[config.mk]
export PLATFORM = sky130hd
export DESIGN_NAME = bias_add_gelu_activation_flat
export DESIGN_NICKNAME = d
export VERILOG_FILES = /design/src/hdl/bgelu_pkg.sv /design/src/hdl/bgelu_if.sv /design/src/hdl/bgelu_interp.sv /design/src/hdl/bias_add_gelu_activation.sv /design/src/flat_wrapper.sv
export SDC_FILE = /design/constraint.sdc
export NUM_CORES = 2
export LEC_CHECK = 0
export ABC_AREA = 1
export BUFFER_PORTS_ARGS = -buffer_cell sky130_fd_sc_hd__buf_4
export CAP_MARGIN = 20
export CORE_ASPECT_RATIO = 2
export CORE_MARGIN = 1.5
export CORE_UTILIZATION = 50
export DETAILED_ROUTE_END_ITERATION = 12
export PLACE_DENSITY = 0.65
export SLEW_MARGIN = 10
export SYNTH_ARGS = -nofsm -noshare
export SYNTH_HDL_FRONTEND = slang
export SYNTH_HIERARCHICAL = 1
export SYNTH_SLANG_ARGS = --single-unit
[constraint.sdc]
create_clock -name clk -period 12.05 [get_ports clk]
set_input_delay 0.6025 -clock clk [delete_from_list [all_inputs] [get_ports clk]]
set_output_delay 0.6025 -clock clk [all_outputs]
set_load 0.1 [all_outputs]
[src/hdl/bgelu_pkg.sv]
`timescale 1ns / 1ps
// ----------------------------------------------------------------------------
// bgelu_pkg
// Shared constants for the bias-add / GELU pipeline: fixed-point scale
// factors, internal datapath widths, register indexes and the erf and tanh
// sample tables.
// ----------------------------------------------------------------------------
package bgelu_pkg;

  // Configuration register indexes
  localparam int CFG_IDX_W = 1;
  localparam logic [CFG_IDX_W-1:0] CFG_USE_TANH = 1'b0;
  localparam logic [CFG_IDX_W-1:0] CFG_BIAS_EN  = 1'b1;

  // Q.16 constants: 1/sqrt2, sqrt(2/pi), 0.044715*sqrt(2/pi)
  localparam logic [15:0] K_RSQRT2 = 16'd46341;
  localparam logic [15:0] K_B      = 16'd52290;
  localparam logic [11:0] K_C      = 12'd2338;

  // 1.0 in Q.15
  localparam logic [15:0] ONE_Q15 = 16'd32768;

  // Internal widths
  localparam int M_W     = 20;  // |v| clamped to 8.0, Q.16
  localparam int T_W     = 23;  // first product >> 16
  localparam int INNER_W = 18;  // C*s + B
  localparam int Z_W     = 21;  // table argument, Q.16
  localparam int R_W     = 14;  // interpolation fraction
  localparam int TAB_W   = 16;  // table entry, Q.15 unsigned
  localparam int TIDX_W  = 5;   // index into 17-entry table
  localparam int DIFF_W  = 17;
  localparam int PROD_W  = DIFF_W + R_W + 1;
  localparam int GAIN_W  = 18;  // 1 + f, Q.15, 0..2.0

  typedef logic [TAB_W-1:0] tab_entry_t;

  // erf(z) and tanh(z) at z = k/4, k = 0..16
  localparam tab_entry_t ERF_TAB [0:16] = '{
    16'd0,     16'd9055,  16'd17056, 16'd23303, 16'd27614, 16'd30242,
    16'd31657, 16'd32331, 16'd32615, 16'd32720, 16'd32755, 16'd32765,
    16'd32767, 16'd32768, 16'd32768, 16'd32768, 16'd32768
  };

  localparam tab_entry_t TANH_TAB [0:16] = '{
    16'd0,     16'd8026,  16'd15143, 16'd20813, 16'd24956, 16'd27796,
    16'd29660, 16'd30847, 16'd31589, 16'd32048, 16'd32329, 16'd32500,
    16'd32606, 16'd32670, 16'd32708, 16'd32732, 16'd32746
  };

endpackage

[src/hdl/bgelu_if.sv]
`timescale 1ns / 1ps
// ----------------------------------------------------------------------------
// bgelu_if
// Valid/ready channels: the input beat (activation, bias, last mark) and the
// result beat (result, last mark).
// ----------------------------------------------------------------------------
interface bgelu_in_if #(
  parameter int DATA_WIDTH = 16
);
  logic                         valid;
  logic                         ready;
  logic signed [DATA_WIDTH-1:0] activation;
  logic signed [DATA_WIDTH-1:0] bias_value;
  logic                         last_in;

  modport source (output valid, output activation, output bias_value, output last_in,
                  input ready);
  modport sink   (input valid, input activation, input bias_value, input last_in,
                  output ready);
endinterface

interface bgelu_out_if #(
  parameter int DATA_WIDTH = 16
);
  logic                         valid;
  logic                         ready;
  logic signed [DATA_WIDTH-1:0] result;
  logic                         last_out;

  modport source (output valid, output result, output last_out, input ready);
  modport sink   (input valid, input result, input last_out, output ready);
endinterface

[src/hdl/bgelu_interp.sv]
`timescale 1ns / 1ps
// ----------------------------------------------------------------------------
// bgelu_interp
// Table stage: reads the erf or tanh samples around the argument and forms
// the registered slope-times-fraction product for linear interpolation.
// ----------------------------------------------------------------------------
module bgelu_interp (
  input  logic                                   clk,
  input  logic                                   en,
  input  logic                                   use_tanh,
  input  logic [bgelu_pkg::Z_W-1:0]              z,
  output logic [bgelu_pkg::TAB_W-1:0]            base_r,
  output logic signed [bgelu_pkg::PROD_W-1:0]    slope_r,
  output logic                                   past_end_r
);

  logic [bgelu_pkg::TIDX_W-1:0]       idx;
  logic [bgelu_pkg::TIDX_W-1:0]       idx_hi;
  logic [bgelu_pkg::R_W-1:0]          frac;
  logic [bgelu_pkg::TAB_W-1:0]        t0;
  logic [bgelu_pkg::TAB_W-1:0]        t1;
  logic signed [bgelu_pkg::DIFF_W-1:0] diff;
  logic                               past_end;

  // z >= 4.0 (index 16 and up) means f = 1.0 exactly
  assign past_end = |z[bgelu_pkg::Z_W-1:bgelu_pkg::R_W+4];
  assign idx      = {1'b0, z[bgelu_pkg::R_W+3:bgelu_pkg::R_W]};
  assign idx_hi   = idx + 1'b1;
  assign frac     = z[bgelu_pkg::R_W-1:0];

  // Table read
  always_comb begin
    if (use_tanh) begin
      t0 = bgelu_pkg::TANH_TAB[idx];
      t1 = bgelu_pkg::TANH_TAB[idx_hi];
    end else begin
      t0 = bgelu_pkg::ERF_TAB[idx];
      t1 = bgelu_pkg::ERF_TAB[idx_hi];
    end
  end

  assign diff = $signed({1'b0, t1}) - $signed({1'b0, t0});

  // Slope times fraction, registered
  always_ff @(posedge clk) begin
    if (en) begin
      base_r     <= t0;
      slope_r    <= diff * $signed({1'b0, frac});
      past_end_r <= past_end;
    end
  end

endmodule

[src/hdl/bias_add_gelu_activation.sv]
`timescale 1ns / 1ps
// ----------------------------------------------------------------------------
// bias_add_gelu_activation
// Bias add with saturation, then GELU with erf or tanh form, fixed point.
// ----------------------------------------------------------------------------
// Usage:
//   in_if  : one beat per element: activation, bias_value, last_in.
//   out_if : one beat per element: result (GELU, saturated), last_out.
//   cfg_*  : single-cycle register write; use_tanh_approx (index 0, reset 0)
//            and bias_enable (index 1, reset 1). Write only while idle.
// Throughput: one beat per cycle, sustained while out_if.ready stays high.
//   Eight register stages (bias add, three argument multiplies, table read,
//   interpolation, scale, round); a result is valid on out_if once its beat
//   has passed through all of them into the round stage's output register.
// Stalls: each stage loads when it is empty or its successor moves, so a
//   stalled receiver first fills bubbles, then holds in_if.ready low; no
//   beat is dropped or repeated. The output register holds while stalled.
// Reset: synchronous, active low; clears all stage valids and loads the
//   register defaults. Payload registers are not reset.
// ----------------------------------------------------------------------------
module bias_add_gelu_activation #(
  parameter int DATA_WIDTH = 16,
  parameter int FRAC_BITS  = 10
) (
  input  logic                               clk,
  input  logic                               rst_n,
  input  logic                               cfg_we,
  input  logic [bgelu_pkg::CFG_IDX_W-1:0]    cfg_idx,
  input  logic                               cfg_wdata,
  bgelu_in_if.sink                           in_if,
  bgelu_out_if.source                        out_if
);

  localparam int DW     = DATA_WIDTH;
  localparam int AW     = (DATA_WIDTH > FRAC_BITS + 4) ? DATA_WIDTH : FRAC_BITS + 4;
  localparam int P_W    = DATA_WIDTH + bgelu_pkg::GAIN_W;
  localparam int RND_W  = P_W - 16;
  localparam int NSTAGE = 8;
  localparam logic [AW-1:0] CAP = AW'(8) << FRAC_BITS;
  localparam logic signed [DW-1:0] SAT_HI = {1'b0, {(DW-1){1'b1}}};
  localparam logic signed [DW-1:0] SAT_LO = {1'b1, {(DW-1){1'b0}}};

  // Configuration registers
  logic use_tanh_r;
  logic bias_en_r;

  always_ff @(posedge clk) begin
    if (!rst_n) begin
      use_tanh_r <= 1'b0;
      bias_en_r  <= 1'b1;
    end else if (cfg_we) begin
      case (cfg_idx)
        bgelu_pkg::CFG_USE_TANH: use_tanh_r <= cfg_wdata;
        bgelu_pkg::CFG_BIAS_EN:  bias_en_r  <= cfg_wdata;
        default: ;
      endcase
    end
  end

  // Stage valids and advance chain; adv[k] loads stage k
  logic [NSTAGE:1] vld_r;
  logic [NSTAGE:1] adv;
  logic [NSTAGE:0] vld_in;

  assign vld_in = {vld_r[NSTAGE-1:1], in_if.valid};

  always_comb begin
    adv[NSTAGE] = !vld_r[NSTAGE] || out_if.ready;
    for (int k = NSTAGE - 1; k >= 1; k--) begin
      adv[k] = !vld_r[k] || adv[k+1];
    end
  end

  always_ff @(posedge clk) begin
    if (!rst_n) begin
      vld_r <= '0;
    end else begin
      for (int k = 1; k <= NSTAGE; k++) begin
        if (adv[k]) vld_r[k] <= vld_in[k-1];
      end
    end
  end

  assign in_if.ready = adv[1];

  // Values carried along the pipe
  logic signed [DW-1:0]            v_r    [1:6];
  logic                            neg_r  [1:5];
  logic                            last_r [1:8];
  logic [bgelu_pkg::M_W-1:0]       m_r    [1:3];

  always_ff @(posedge clk) begin
    if (adv[1]) last_r[1] <= in_if.last_in;
    for (int k = 2; k <= NSTAGE; k++) begin
      if (adv[k]) last_r[k] <= last_r[k-1];
    end
  end

  // Stage 1: bias add, saturate, magnitude clamp to 8.0, rescale to Q.16
  logic signed [DW:0]   sum1;
  logic signed [DW-1:0] v1;
  logic [DW-1:0]        mag1;
  logic [AW-1:0]        mag1_ext;
  logic [AW-1:0]        mcap1;
  logic [AW+15:0]       mq16;

  always_comb begin
    sum1 = {in_if.activation[DW-1], in_if.activation}
         + (bias_en_r ? {in_if.bias_value[DW-1], in_if.bias_value} : '0);
    if (sum1[DW] != sum1[DW-1]) begin
      v1 = sum1[DW] ? SAT_LO : SAT_HI;
    end else begin
      v1 = sum1[DW-1:0];
    end
    mag1     = v1[DW-1] ? DW'(-v1) : DW'(v1);
    mag1_ext = AW'(mag1);
    mcap1    = (mag1_ext > CAP) ? CAP : mag1_ext;
    mq16     = {mcap1, 16'b0} >> FRAC_BITS;
  end

  // Stage 1 load, then carried copies of v, sign and m
  always_ff @(posedge clk) begin
    if (adv[1]) begin
      v_r[1]   <= v1;
      neg_r[1] <= v1[DW-1];
      m_r[1]   <= mq16[bgelu_pkg::M_W-1:0];
    end
    for (int k = 2; k <= 6; k++) begin
      if (adv[k]) v_r[k] <= v_r[k-1];
    end
    for (int k = 2; k <= 5; k++) begin
      if (adv[k]) neg_r[k] <= neg_r[k-1];
    end
    for (int k = 2; k <= 3; k++) begin
      if (adv[k]) m_r[k] <= m_r[k-1];
    end
  end

  // Stage 2: m/sqrt2 (exact) or m*m (approx)
  logic [35:0]               prod_rs2;
  logic [39:0]               prod_sq2;
  logic [bgelu_pkg::T_W-1:0] t_r;

  assign prod_rs2 = m_r[1] * bgelu_pkg::K_RSQRT2;
  assign prod_sq2 = m_r[1] * m_r[1];

  always_ff @(posedge clk) begin
    if (adv[2]) begin
      t_r <= use_tanh_r ? prod_sq2[38:16] : bgelu_pkg::T_W'(prod_rs2[35:16]);
    end
  end

  // Stage 3: inner term C*s + B (approx); exact argument passes through
  logic [34:0]               prod_c3;
  logic [19:0]               inner3;
  logic [bgelu_pkg::Z_W-1:0] arg_r;

  assign prod_c3 = bgelu_pkg::K_C * t_r;
  assign inner3  = 20'(prod_c3[34:16]) + 20'(bgelu_pkg::K_B);

  always_ff @(posedge clk) begin
    if (adv[3]) begin
      arg_r <= use_tanh_r ? bgelu_pkg::Z_W'(inner3[bgelu_pkg::INNER_W-1:0])
                          : t_r[bgelu_pkg::Z_W-1:0];
    end
  end

  // Stage 4: z = m*inner (approx) or pass through
  logic [37:0]               prod_z4;
  logic [bgelu_pkg::Z_W-1:0] z_r;

  assign prod_z4 = m_r[3] * arg_r[bgelu_pkg::INNER_W-1:0];

  always_ff @(posedge clk) begin
    if (adv[4]) begin
      z_r <= use_tanh_r ? prod_z4[36:16] : arg_r;
    end
  end

  // Stage 5: table read and slope product
  logic [bgelu_pkg::TAB_W-1:0]         base_r;
  logic signed [bgelu_pkg::PROD_W-1:0] slope_r;
  logic                                past_end_r;

  bgelu_interp u_interp (
    .clk        (clk),
    .en         (adv[5]),
    .use_tanh   (use_tanh_r),
    .z          (z_r),
    .base_r     (base_r),
    .slope_r    (slope_r),
    .past_end_r (past_end_r)
  );

  // Stage 6: f with sign, gain = 1 + f in Q.15
  logic signed [bgelu_pkg::GAIN_W:0]   f6;
  logic signed [bgelu_pkg::GAIN_W:0]   fs6;
  logic signed [bgelu_pkg::GAIN_W:0]   gain6;
  logic signed [bgelu_pkg::GAIN_W-1:0] gain_r;
  logic signed [bgelu_pkg::PROD_W-1:0] step6;

  always_comb begin
    step6 = slope_r >>> bgelu_pkg::R_W;
    if (past_end_r) begin
      f6 = $signed({3'b0, bgelu_pkg::ONE_Q15});
    end else begin
      f6 = $signed({3'b0, base_r}) + (bgelu_pkg::GAIN_W + 1)'(step6);
    end
    fs6   = neg_r[5] ? -f6 : f6;
    gain6 = $signed({3'b0, bgelu_pkg::ONE_Q15}) + fs6;
  end

  always_ff @(posedge clk) begin
    if (adv[6]) gain_r <= gain6[bgelu_pkg::GAIN_W-1:0];
  end

  // Stage 7: v * (1 + f)
  logic signed [P_W-1:0] p_r;

  always_ff @(posedge clk) begin
    if (adv[7]) p_r <= v_r[6] * gain_r;
  end

  // Stage 8: round half up, saturate, output register
  logic signed [P_W-1:0]   prnd8;
  logic signed [RND_W-1:0] rnd8;
  logic signed [DW-1:0]    res8;
  logic signed [DW-1:0]    res_r;

  always_comb begin
    prnd8 = p_r + $signed(P_W'(1) << 15);
    rnd8  = RND_W'(prnd8 >>> 16);
    if (rnd8 > $signed(RND_W'(SAT_HI))) begin
      res8 = SAT_HI;
    end else if (rnd8 < $signed({{(RND_W-DW){1'b1}}, SAT_LO})) begin
      res8 = SAT_LO;
    end else begin
      res8 = rnd8[DW-1:0];
    end
  end

  always_ff @(posedge clk) begin
    if (adv[8]) res_r <= res8;
  end

  assign out_if.valid    = vld_r[NSTAGE];
  assign out_if.result   = res_r;
  assign out_if.last_out = last_r[NSTAGE];

endmodule

[src/flat_wrapper.sv]
// flat-port wrapper written by rule: the top's interface ports become plain ports
module bias_add_gelu_activation_flat 
#(
  parameter int DATA_WIDTH = 16,
  parameter int FRAC_BITS  = 10
)
  (clk, rst_n, cfg_we, cfg_idx, cfg_wdata, in_if_valid, in_if_activation, in_if_bias_value, in_if_last_in, in_if_ready, out_if_valid, out_if_result, out_if_last_out, out_if_ready);
  bgelu_in_if #(.DATA_WIDTH(DATA_WIDTH)) in_if_i ();
  bgelu_out_if #(.DATA_WIDTH(DATA_WIDTH)) out_if_i ();
  input  logic clk;
  input  logic rst_n;
  input  logic cfg_we;
  input  logic [bgelu_pkg::CFG_IDX_W-1:0] cfg_idx;
  input  logic cfg_wdata;
  input wire logic [$bits(in_if_i.valid)-1:0] in_if_valid;
  input wire logic [$bits(in_if_i.activation)-1:0] in_if_activation;
  input wire logic [$bits(in_if_i.bias_value)-1:0] in_if_bias_value;
  input wire logic [$bits(in_if_i.last_in)-1:0] in_if_last_in;
  output wire logic [$bits(in_if_i.ready)-1:0] in_if_ready;
  output wire logic [$bits(out_if_i.valid)-1:0] out_if_valid;
  output wire logic [$bits(out_if_i.result)-1:0] out_if_result;
  output wire logic [$bits(out_if_i.last_out)-1:0] out_if_last_out;
  input wire logic [$bits(out_if_i.ready)-1:0] out_if_ready;
  assign in_if_i.valid = in_if_valid;
  assign in_if_i.activation = in_if_activation;
  assign in_if_i.bias_value = in_if_bias_value;
  assign in_if_i.last_in = in_if_last_in;
  assign in_if_ready = in_if_i.ready;
  assign out_if_valid = out_if_i.valid;
  assign out_if_result = out_if_i.result;
  assign out_if_last_out = out_if_i.last_out;
  assign out_if_i.ready = out_if_ready;
  bias_add_gelu_activation #(.DATA_WIDTH(DATA_WIDTH), .FRAC_BITS(FRAC_BITS)) u_core (.clk(clk), .rst_n(rst_n), .cfg_we(cfg_we), .cfg_idx(cfg_idx), .cfg_wdata(cfg_wdata), .in_if(in_if_i), .out_if(out_if_i));
endmodule
* Yosys cells after proc, flatten, opt, wreduce, memory -nomap -nowiden
Memory sizes are Yosys's and may differ from the RTL's. Cells that the tools add are included.
Word-level totals: register bits 192, RAM bits 169, memory bits (read-only) 2048, input port bits 40, output and inout port bits 19, memories kept 8
Memory list:
- (no name shown) | depth 32, bits a word 16, rd ports 1, clocked after Yosys merged registers in 0, wr ports 0, line bgelu_interp.sv:38 | t1 = bgelu_pkg::ERF_TAB[idx_hi];
- (no name shown) | depth 32, bits a word 16, rd ports 1, clocked after Yosys merged registers in 0, wr ports 0, line bgelu_interp.sv:37 | t0 = bgelu_pkg::ERF_TAB[idx];
- (no name shown) | depth 32, bits a word 16, rd ports 1, clocked after Yosys merged registers in 0, wr ports 0, line bgelu_interp.sv:35 | t1 = bgelu_pkg::TANH_TAB[idx_hi];
- (no name shown) | depth 32, bits a word 16, rd ports 1, clocked after Yosys merged registers in 0, wr ports 0, line bgelu_interp.sv:34 | t0 = bgelu_pkg::TANH_TAB[idx];
- u_core.v_r | depth 6, bits a word 16, rd ports 6, clocked after Yosys merged registers in 0, wr ports 6, line bias_add_gelu_activation.sv:87 | logic signed [DW-1:0] v_r [1:6];
- u_core.m_r | depth 3, bits a word 20, rd ports 3, clocked after Yosys merged registers in 0, wr ports 3, line bias_add_gelu_activation.sv:90 | logic [bgelu_pkg::M_W-1:0] m_r [1:3];
- 2 more memories
Cells by class: add/subtract/negate cells 9, $mul 6, order comparisons 5, eq/ne operators 1, muxes and demuxes 37, bitwise gates (word level) 3, reduce and logical (&&, ||, !) cells 19
Operators with widths (count):
- $mux W16 | 14
- $mux W18 | 3
- $mul A20 B20 Y39 | 1
- $mul A20 B18 Y37 | 1
- $mul A20 B16 Y36 const B | 1
- $add A34 B17 Y34 const B | 1
- $mul A16 B18 Y34 | 1
- $mul A11 B23 Y33 const A | 1
- $mul A17 B15 Y32 | 1
- $mux W21 | 1
- $mux W20 | 1
- $add A17 B18 Y18 | 1
- $add A17 B18 Y18 const A | 1
- $add A18 B16 Y18 const B | 1
- $gt A18 B16 Y1 const B | 1
- $lt A18 B16 Y1 const B | 1
- $neg A18 Y18 | 1
- $add A17 B17 Y17 | 1
- $mux W17 | 1
- $sub A16 B16 Y17 | 1
- $gt A16 B14 Y1 const B | 1
- $mux W1 | 16
- $neg A16 Y16 | 1
- $mux W14 | 1
- 10 further kinds | 26

* Longest topological paths before layout
depth in word-level cells 11, depth in mapped cells 49, gate-level depth less buffers 48

* By module
Netlist, hierarchy kept.
By module, submodules not included:
- bias_add_gelu_activation | instances 1, cells each 5217, area an instance 44290.0 um2, seq. area each 8127.8 um2
- bgelu_interp | instances 1, cells each 1823, area an instance 13609.3 um2, seq. area each 1471.4 um2

* Least setup slack after synthesis
No wires, ideal clock.
kind reg2out, from register u_core/vld_r[8] (netlist name), to output in_if_ready, arrival time 7.611 ns, slack 3.837 ns, stages on the path, launching flop included 16, path buffers 0, cells stage by stage dfxtp_1 -> inv_1 -> nor2_1 -> inv_1 -> nor2_1 -> inv_1 -> nor2_1 -> inv_1 -> nor2_1 -> inv_1 -> nor2_1 -> inv_1 -> nor2_1 -> inv_1 -> nor2_1 -> nand2_1
On the way: word-level cells in the longest chain between the ends 9
Ends and longest elaborated chain:
- from (decl) | line bias_add_gelu_activation.sv:61 | logic [NSTAGE:1] vld_r;
- from (signal, indexed assignment) | line bias_add_gelu_activation.sv:79 | if (adv[k]) vld_r[k] <= vld_in[k-1];
- $logic_not A1 Y1 | line bias_add_gelu_activation.sv:68 | adv[NSTAGE] = !vld_r[NSTAGE] || out_if.ready;
- $logic_or A1 B1 Y1 | line bias_add_gelu_activation.sv:68
- via u_core.adv (one bit) | line bias_add_gelu_activation.sv:62 | logic [NSTAGE:1] adv;
- $logic_or A1 B1 Y1 | line bias_add_gelu_activation.sv:70 | adv[k] = !vld_r[k] || adv[k+1];
- via u_core.adv (one bit) | line bias_add_gelu_activation.sv:62
- $logic_or A1 B1 Y1 | line bias_add_gelu_activation.sv:70
- via u_core.adv (one bit) | line bias_add_gelu_activation.sv:62
- $logic_or A1 B1 Y1 | line bias_add_gelu_activation.sv:70
- via u_core.adv (one bit) | line bias_add_gelu_activation.sv:62
- $logic_or A1 B1 Y1 | line bias_add_gelu_activation.sv:70
- via u_core.adv (one bit) | line bias_add_gelu_activation.sv:62
- $logic_or A1 B1 Y1 | line bias_add_gelu_activation.sv:70
- via u_core.adv (one bit) | line bias_add_gelu_activation.sv:62
- $logic_or A1 B1 Y1 (2 in a row) | line bias_add_gelu_activation.sv:70
- to (decl) | line flat_wrapper.sv:19 | output wire logic [$bits(in_if_i.ready)-1:0] in_if_ready;
The timed path passes the listed nets, and every way through them passes these cells.

* Final worst setup path
from register u_core/z_r[16] (netlist name), to register u_core/u_interp/slope_r[29] (netlist name), data pin
On the way: word-level cells in the longest chain between the ends 8
Ends and longest elaborated chain:
- from (decl) | line bias_add_gelu_activation.sv:170 | logic [bgelu_pkg::Z_W-1:0] z_r;
- from (signal assigned) | line bias_add_gelu_activation.sv:176 | z_r <= use_tanh_r ? prod_z4[36:16] : arg_r;
- $add A4 B1 Y5 | line bgelu_interp.sv:28 | assign idx_hi = idx + 1'b1;
- $not A5 Y6 (not written as such) | line bgelu_interp.sv:35, bgelu_interp.sv:38
- $mem_v2 Z32 W16 (on tied branches)
- $mux W16 (on tied branches) (2 in a row) | line bgelu_interp.sv:38, bgelu_interp.sv:35
- $mux W16 | line bgelu_interp.sv:33 | if (use_tanh) begin
- $sub A16 B16 Y17 * | line bgelu_interp.sv:42 | assign diff = $signed({1'b0, t1}) - $signed({1'b0, t0});
- $mul A17 B15 Y32 * | line bgelu_interp.sv:48 | slope_r <= diff * $signed({1'b0, frac});
- to (signal assigned) | line bgelu_interp.sv:48
- to (decl) | line bgelu_interp.sv:13 | output logic signed [bgelu_pkg::PROD_W-1:0] slope_r,
Mark *: on every way between the ends. The rest lies on a longest branch, timed or not. The select of a mux whose other input is x is not followed. A chain may end at the register's enable or synchronous reset.

==> run summary <==
The number of cells traversed by the worst register-to-register path works out to 38. Hold repair after CTS inserted 0 buffers. The number of cells traversed by the worst hold path works out to 1.

The cell area after technology mapping was 57400 um2. The tools report the clock latency of the later-clocked register in the worst-skew pair as 0.57 ns. The data arrival time of the worst path was 10.33 ns. Overall die area: 117000 um2. The clock slew at the register clock pins of the worst setup and hold paths was 0.06 ns. The run gives 0 as the initial antenna violation count. Summed over all nets, the half-perimeter wirelength after detailed placement is 136000 um. The number of DRC violations after detailed routing is 0. Buffers inserted during clock tree synthesis total 34. Setup repair after global routing left no endpoint under its margin.

The startpoint identified for the worst hold timing path is in_if_last_in. The logs give 175 for the number of core rows and 0 for the final count of pins violating max slew. Counting the fill cells in the layout gives 10.9k.

The run finished with clean final reports. For the pin with the worst max-slew slack, the measured transition is 1.11 ns. STA classifies the critical path endpoint as a flip-flop.

The proportion of layout cells with a drive suffix above 1 is 3.65%. The wire length per cell after detailed routing was 19.0 um. Clock tree synthesis found a total of 309 sinks. For the headroom to the max-slew limit, the log shows 25.6%. The area added between synthesis and finish was 5.04%.

CTS built an H-tree with a depth of 2. STA puts the critical path data required time at 12.38 ns. Worst min-delay path class: input pin to flip-flop.

The path with the worst hold slack has its endpoint at u_core/last_r[0][0]$_DFFE_PP_. Along the worst path, the maximum fanout reaches 20. The number of design-rule violations left by the first detailed-router iteration is 2112, and the final weighted congestion in routability-driven placement is 1.03. For this run, the total global-route usage over all layers was measured as 28.6%. TritonCTS built the clock tree. The synthesized instance count was 7016; the longest individual stage delay on the worst path was 0.77 ns.

The library cells used most frequently in the layout, excluding fill and tap cells, are 1859 x inv_1, 1513 x nand2_1, 901 x fa_1, 640 x ha_1, 406 x nor2_1. The number of endpoints with negative hold slack in the final report is 0, and the synthesis warning total is 6. The overall die width was 243 um; the maximum number of pins on one net before global-route repair was 62. For the core area, the log shows 114000 um2. The count of input and output buffers is 58. The post-route clock period utilization came out at 83.0%.

Summed over all layers, the global routing overflow is 0. The height of the die was 482 um. The worst register-to-register path has a setup slack of 2.04 ns.

The tools report the startpoint of the worst-slack reg-to-reg timing path as u_core/z_r[16]$_DFFE_PP_. The final layout contains routed wiring with a total length of 161000 um. The tools report the master cell of the clock root buffer as clkbuf_16.

The via-per-instance ratio works out to 5.26. The slowest stage of the critical path belongs to the cell edfxtp_1. The final route contains 44.7k vias.

In this run the count of I/O pins placed on the die edge is 59. The first global-routing pass estimated 256000 um of wire. In this run the critical register-to-register path is captured at u_core/u_interp/slope_r[29]$_DFFE_PP_. Library cell appearing most often on the critical path: nand2_1.

The run gives 7 as the length of the first detailed-routing pass in iterations. The via count of the first global-routing pass was 49.4k. The critical path startpoint category was a flip-flop. The critical path is of the flip-flop to flip-flop type. Once the floorplan was initialized, standard cells occupied 50.4% of the core.

Setup violations remaining at the end of the flow were counted as 0. The library cell used most frequently in the layout, excluding fill and tap cells, is inv_1. Maximum clock insertion buffer count: 3. The total negative slack for setup checks is 0 ns, and the count of buffering cells on the critical path with inverters included is 9. When the netlist entered floorplanning its net count stood at 8597. In this run, post-CTS repair resized a total of 0 instances.

The clock period could shrink to 10.01 ns. The run gives 0 as the number of antenna-violating nets in the routed design. After clock tree synthesis, the setup repair step added 0 buffers. Clock skew on the completed layout was measured at 0.0188 ns.

The count of maximum capacitance violations was 0; the maximum frequency from static timing analysis was 99.9 MHz. Averaged over all synthesized cells, the footprint is 8.18 um2. Cell family contributing the most delay on the critical path: adder cells.

The final net count came out at 8534.
-- layer usage --
metal	GRT usage [%]	vias up	routed length, um
met2	57.7	1173	91100
met4	23.0	0	15500
met5	0	-	0
li1	-	21000	-
met1	25.2	21900	49600
met3	2.63	605	5210
-- area by class of cell --
| cell class | count | area [um2] | area share, % |
|---|---|---|---|
| inverters | 1876 | 7040 | 11.7 |
| clock inverters | 21 | 224 | 0.372 |
| diodes | 1 | 2.50 | 0.00415 |
| clock buffers | 40 | 883 | 1.47 |
| well taps | 1504 | 1880 | 3.12 |
| flip-flops and latches | 309 | 9180 | 15.2 |
| repair buffers | 90 | 676 | 1.12 |
| multi-input cells | 4642 | 40400 | 67.0 |
-- registers in the layout, summed over array words and instances, names as in the netlist --
name                        cells
u_core/arg_r                   21
u_core/bias_en_r                1
u_core/gain_r                  18
u_core/last_r                   8
u_core/m_r                     42
u_core/neg_r                    2
u_core/out_if.result           16
u_core/p_r                     19
u_core/t_r                     23
u_core/u_interp/base_r         16
u_core/u_interp/past_end_r      1
u_core/u_interp/slope_r        18
u_core/use_tanh_r               1
u_core/v_r                     94
u_core/vld_r                    8
u_core/z_r                     21
-- worst max path at each step --
stage | slack (ns) | end | start | cells past startpoint
2_1_floorplan | 3.92 | u_core/u_interp/slope_r[28]$_DFFE_PP_ | u_core/z_r[15]$_DFFE_PP_ | 37
3_3_place_gp | 2.21 | u_core/u_interp/slope_r[29]$_DFFE_PP_ | u_core/z_r[16]$_DFFE_PP_ | 36
3_5_place_dp | 2.14 | u_core/u_interp/slope_r[30]$_DFFE_PP_ | u_core/z_r[16]$_DFFE_PP_ | 36
4_1_cts | 2.12 | u_core/u_interp/slope_r[31]$_DFFE_PP_ | u_core/z_r[16]$_DFFE_PP_ | 39
5_1_grt | 1.39 | u_core/u_interp/slope_r[29]$_DFFE_PP_ | u_core/z_r[16]$_DFFE_PP_ | 38
6_report | 2.04 | u_core/u_interp/slope_r[29]$_DFFE_PP_ | u_core/z_r[16]$_DFFE_PP_ | 38
-- stage by stage --
step	hold slack, ns	util (%)	area [um2]	cells	worst slack, ns
floorplan	0.400	-	57400	7016	3.92
detailed placement	0.405	52.0	59200	8421	2.14
finish	0.245	52.9	60300	8483	2.04
global placement	0.401	52.0	59200	8421	2.21
global route	0.221	52.9	60300	8482	1.39
CTS	0.220	52.9	60300	8482	2.12
Power is left out: the tool's default activity adds up to more than one toggle a clock period on the data nets, which glitch-free logic cannot reach.
